<file path="config.mk">
export PLATFORM = sky130hd
export DESIGN_NAME = spq_cell
export DESIGN_NICKNAME = d
export VERILOG_FILES = /design/src/rtl/spq_pkg.sv /design/src/rtl/spq_cell.sv
export SDC_FILE = /design/constraint.sdc
export NUM_CORES = 1
export LEC_CHECK = 0
export ABC_AREA = 1
export BUFFER_PORTS_ARGS = -buffer_cell sky130_fd_sc_hd__buf_2
export CAP_MARGIN = 10
export CORE_AREA = 2 2 102 104
export DETAILED_ROUTE_END_ITERATION = 10
export DIE_AREA = 0 0 104 106
export PLACE_DENSITY = 0.89
export SYNTH_ARGS = -nofsm -noshare
export SYNTH_HDL_FRONTEND = slang
export SYNTH_SLANG_ARGS = --single-unit
</file>
<file path="constraint.sdc">
create_clock -name clk -period 9.2 [get_ports clk]
set_input_delay 0 -clock clk [delete_from_list [all_inputs] [get_ports clk]]
set_output_delay 0 -clock clk [all_outputs]
set_load 0.03 [all_outputs]
</file>
<file path="src/rtl/spq_pkg.sv">
// ----------------------------------------------------------------------------
// spq_pkg: shared types and constants for the sorted priority queue
// Beat structs, per-cell entry and control types, status and kind codes.
// ----------------------------------------------------------------------------
package spq_pkg;

  localparam int DEPTH = 64;
  localparam int CNT_W = $clog2(DEPTH + 1);

  localparam logic KIND_INSERT = 1'b0;
  localparam logic KIND_REMOVE = 1'b1;

  typedef enum logic [1:0] {
    ST_OK        = 2'd0,
    ST_OVERFLOW  = 2'd1,
    ST_UNDERFLOW = 2'd2
  } status_t;

  typedef struct packed {
    logic               kind;
    logic signed [31:0] item_value;
    logic signed [31:0] item_priority;
  } req_t;

  typedef struct packed {
    status_t            status;
    logic signed [31:0] removed_value;
    logic signed [31:0] removed_priority;
    logic [6:0]         entry_count;
  } rsp_t;

  typedef struct packed {
    logic signed [31:0] val;
    logic signed [31:0] prio;
  } entry_t;

  // Qualified operation broadcast to every cell.
  typedef struct packed {
    logic ins;   // insert that fits
    logic rem;   // remove from a non-empty queue
  } cell_ctrl_t;

endpackage

</file>
<file path="src/rtl/spq_cell.sv">
// ----------------------------------------------------------------------------
// spq_cell: one slot of the sorted shift chain
// Holds an entry; on insert it keeps, takes the new entry or takes its left
// neighbor; on remove it takes its right neighbor.
// ----------------------------------------------------------------------------
module spq_cell (
  input  logic               clk,
  input  spq_pkg::cell_ctrl_t ctrl,
  input  spq_pkg::entry_t    fresh,
  input  spq_pkg::entry_t    left,
  input  spq_pkg::entry_t    right,
  input  logic               left_keep,
  input  logic               occupied,
  output spq_pkg::entry_t    held,
  output logic               keep
);
  import spq_pkg::*;

  // Ties stay ahead of the new entry, so equal priorities leave in order.
  assign keep = occupied && !(held.prio < fresh.prio);

  always_ff @(posedge clk) begin
    if (ctrl.ins) begin
      if (!keep) begin
        held <= left_keep ? fresh : left;
      end
    end else if (ctrl.rem) begin
      held <= right;
    end
  end

endmodule

</file>
### Yosys cells after proc, flatten, opt, wreduce, memory -nomap -nowiden

Index checks and enable logic that the tools add are counted.

* shift operators: 0
* muxes and demuxes: 4
* add/subtract/negate cells: 0
* bitwise operators: 0
* eq/ne operators: 1
* order comparisons: 1
* reductions and logical operators: 4
* multiply operators: 0
* div/mod/pow operators: 0

Operators with widths (count)
* $mux W64: 4
* $lt A32 B32 Y1: 1
* $ne A2 B2 Y1 const B: 1
* $reduce_and A2 Y1: 1
* $reduce_bool A2 Y1: 1
* $logic_and A1 B1 Y1: 1
* $logic_not A1 Y1: 1

* bits of input ports: 197
* output and inout port bits: 65
* memory bits (read-only): 0
* bits in latches: 0
* bits in registers: 64
* bits in writable memories: 0
* logic and storage cells: 12
* memories: 0

### Depth between registers and ports, before layout

* depth in word-level cells: 5
* gate-level depth with buffers: 16
* depth with buffers taken out: 16

### Worst setup path before layout

OpenSTA, ideal clock, no wires.

* kind: register to register
* from: register held[31] (netlist bit)
* to: register held[0] (netlist bit) (enable)
* setup slack: 5.829 ns
* data arrival time: 2.947 ns
* required time: 8.776 ns
* period minus slack after synthesis: 3.371 ns
* buffers on the path: 0
* cell stages (with the launch flop): 10
* setup time: 0.424 ns
* path through: edfxtp_1 ha_1 a21oi_1 o21a_2 nand2_2 a21oi_2 nand3_1 nand3_2 nand2_1 nand2_1

* cells in the longest elaborated chain, start to end: 5

Ends and longest elaborated chain
* from (decl): line spq_cell.sv:14 `output spq_pkg::entry_t held,`
* from (signal assigned): line spq_cell.sv:25 `held <= left_keep ? fresh : left;`
* from (signal assigned): line spq_cell.sv:28 `held <= right;`
* $lt A32 B32 Y1: line spq_cell.sv:20 `assign keep = occupied && !(held.prio < fresh.prio);`
* $logic_not A1 Y1: line spq_cell.sv:20
* $logic_and A1 B1 Y1: line spq_cell.sv:20
* $ne A2 B2 Y1 (no line)
* $reduce_and A2 Y1 (no line)

Every way passes these cells.
A chain may end at the register's enable or synchronous reset.

### Worst setup path after layout

* from: register held[25] (netlist bit)
* to: register held[17] (netlist bit) (enable)

Same word-level chain as after synthesis.

==> summary.txt <==
Run status
  – Status: complete, no violations

GRT
  – GRT Total Usage: 0.267
  – Antenna violations before repair: 1
  – Met1 track demand over resource: 0.286
  – First-pass GRT wire length: 23200 um
  – Overflow left after global routing: 0
  – Largest net degree at the start of global routing: 67
  – Routing usage on met2: 0.483
  – Gr busiest metal: met2
  – Vias in the first global route: 4758
  – M3 GR Usage: 0.0834

Detailed routing
  – ANT nets after route: 0
  – 1st-pass router iterations: 7
  – Via density: 5.04
  – Avg WL per Cell: 15.8 um
  – # DRC: 0
  – Starting DRC count in detailed routing: 421
  – Via count: 4832
  – Final WL: 15100 um

Yosys
  – Synthesized Nets: 718
  – FF+latch count, synth: 64
  – Post-Synth XOR/XNOR Area: 0
  – Mapped Cells: 490
  – Mapped Avg Cell Area: 8.26 um2
  – Largest cells by area after synthesis: edfxtp_1 (48%), o21ai_0 (11%), ha_1 (9.6%)
  – Netlist cell types: 22
  – Yosys Warn Count: 0
  – Area leader, netlist: edfxtp_1
  – Largest family of logic cells by synthesized area: compound AO/OA/AOI/OAI gates
  – Sequential share of the synthesized area: 0.475
  – Synth Area in Adders: 0.0959
  – Top cell type's share of synthesized area: 0.475
  – Compound-cell area share of the yosys netlist: 0.186
  – Area share of and/or/nand/nor cells after synthesis: 0.173
  – Mux cell area share after synthesis: 0
  – Synth Cell Area: 4050 um2

Timing
  – Setup violations, final: 0
  – Slew headroom: 0.252
  – Clk_skew: 0.0207 ns
  – Worst Slack Setup Final: 6.20 ns
  – RSZ-0062 raised after global routing: no
  – Fmax: 334 MHz
  – Final Cycle Share: 0.326
  – Post-route minimum period: 3.00 ns
  – Fin Setup TNS: 0 ns
  – Least-Margin Pin Slew: 1.12 ns
  – Max Slew Vio Count: 0
  – Hold Fails Final Rpt: 0

Critical path
  – Data required time of the worst path: 9.19 ns
  – Crit-path max FO: 33
  – FF-to-FF Start: held[25]
  – Startpoint types: flop
  – Flop-to-flop setup slack: 6.20 ns
  – Critical path class: reg2reg
  – Critical Path AT: 2.98 ns
  – Reg2Reg Capture Point: held[17]
  – CP Capture Type: flop
  – R2R cell count: 11

Worst hold path
  – Worst hold path startpoint: fresh[25]
  – Hold Path Depth: 3
  – Hold Path Class: in2reg
  – WHS Endpoint: held[25]

Layout
  – Area growth, synth to finish: 59.2%
  – Largest register FFs: 64
  – Final #Nets: 1045
  – Design area: 6440 um2
  – Most flops, register: held
  – Largest registers: held x64
  – Layout cells sized above 1: 0.355

CTS
  – Post-CTS Setup Inserts: 0
  – CTS Buf Count: 9
  – Htree depth: 3
  – CTS sink count: 64
  – Root Driver: clkbuf_8
  – Cts repair resizes: 0
  – Clk buf depth: 2
  – Clock latency on the worst-skew pair: 0.35 ns
  – CTS tree: done
  – Reg clk slew, reported paths: 0.08 ns
  – Hold-fix buffers, CTS: 79

Power
  – Leak: 3.16 nW
  – Max VDD drop: 0.0799 mV
  – Pwr/cell area: 147 nW/um2

Die
  – I/O pin total: 262
  – Initial Util: 0.405
  – Die ar.: 11000 um2
  – FP Rows: 37
  – Die height: 106 um
  – Die Span X: 104 um
  – Core Box Area: 10000 um2

Placed design
  – Pre-CTS setup slack: 6.16 ns
  – DPL Wire Length: 9430 um
  – # port buffers: 261
  – GP Congestion: 0.805
  – Post-Place Cell Area: 5420 um2

Job
  – Max-cap viol count: 0
## critical path, cell delays in order (launching register included)
cell      delay (ns)
edfxtp_1        0.42
ha_1            0.33
a21oi_1         0.15
o21ai_0         0.08
nand2_1         0.09
nand2_2         0.06
a21oi_2         0.12
nand3_1         0.10
nand3_2         0.09
nand2_1         0.06
nand2_2         0.61
buf_4           0.51
## per-stage QoR
step           std cells  utilization  hold WS (ns)  total power [mW]
2_1_floorplan        490            -         0.175             0.547
3_3_place_gp         862        0.542         0.282             0.643
3_5_place_dp         862        0.542         0.286             0.649
4_1_cts              957        0.643      0.000839             0.948
5_1_grt              958        0.644       0.00254             0.998
6_report             959        0.644        0.0174             0.947
## cell usage after synthesis (all sizes together)
library cell,count
o21ai,132
nand2,98
nor2,72
edfxtp,64
inv,43
ha,31
clkbuf,17
a21oi,15
buf,10
nand3,4
nor3,2
nand4,1
o21a,1
## power by group
part           leakage (nW)  total, mW  internal [mW]  switching (mW)
registers             0.634      0.378          0.365          0.0131
clock network         0.103      0.268          0.152           0.115
logic                  2.42      0.301          0.116           0.185
total                  3.16      0.947          0.634           0.313
## worst max path at each step
stage	start	to	slack [ns]	depth (start not counted)
CTS	held[31]	held[13]	6.15	12
detailed placement	held[31]	held[34]	6.16	12
floorplan	held[31]	held[0]	5.83	9
global route	held[15]	held[17]	5.93	14
finish	held[25]	held[17]	6.20	11
global placement	ctrl[1]	held[21]	6.23	6
## cell families (layout without fill, tap and decap cells)
logic type	count (synthesis)	after routing
simple gates	177	177
flops	64	64
buf+inv	70	402
fa+ha+maj	31	31
compound gates	148	148
other cells	0	1
## layout make-up
class	count	area, um2
Fill cell	804	3560
Clock buffer	9	124
Sequential cell	64	1920
Clock inverter	7	96.3
Antenna cell	1	2.50
Timing Repair Buffer	343	2120
Tap cell	136	170
Inverter	43	161
Multi-Input combinational cell	356	1840
## layer usage
metal	vias up	wire length, um
li1	2312	-
met1	2151	5510
met2	308	7700
met3	61	1310
met4	0	610
met5	-	0
## layout by cell type, fill, tap and decap left out, types with 9 or more instances in the layout
cell / n
a21oi_1: 13
nor2_1: 70
nand2_1: 95
buf_2: 261
o21ai_0: 92
edfxtp_1: 64
clkbuf_8: 9
dlygate4sd3_1: 80
inv_1: 40
o21ai_1: 40
ha_1: 31
No activity file was read; power rests on OpenSTA's default activity.
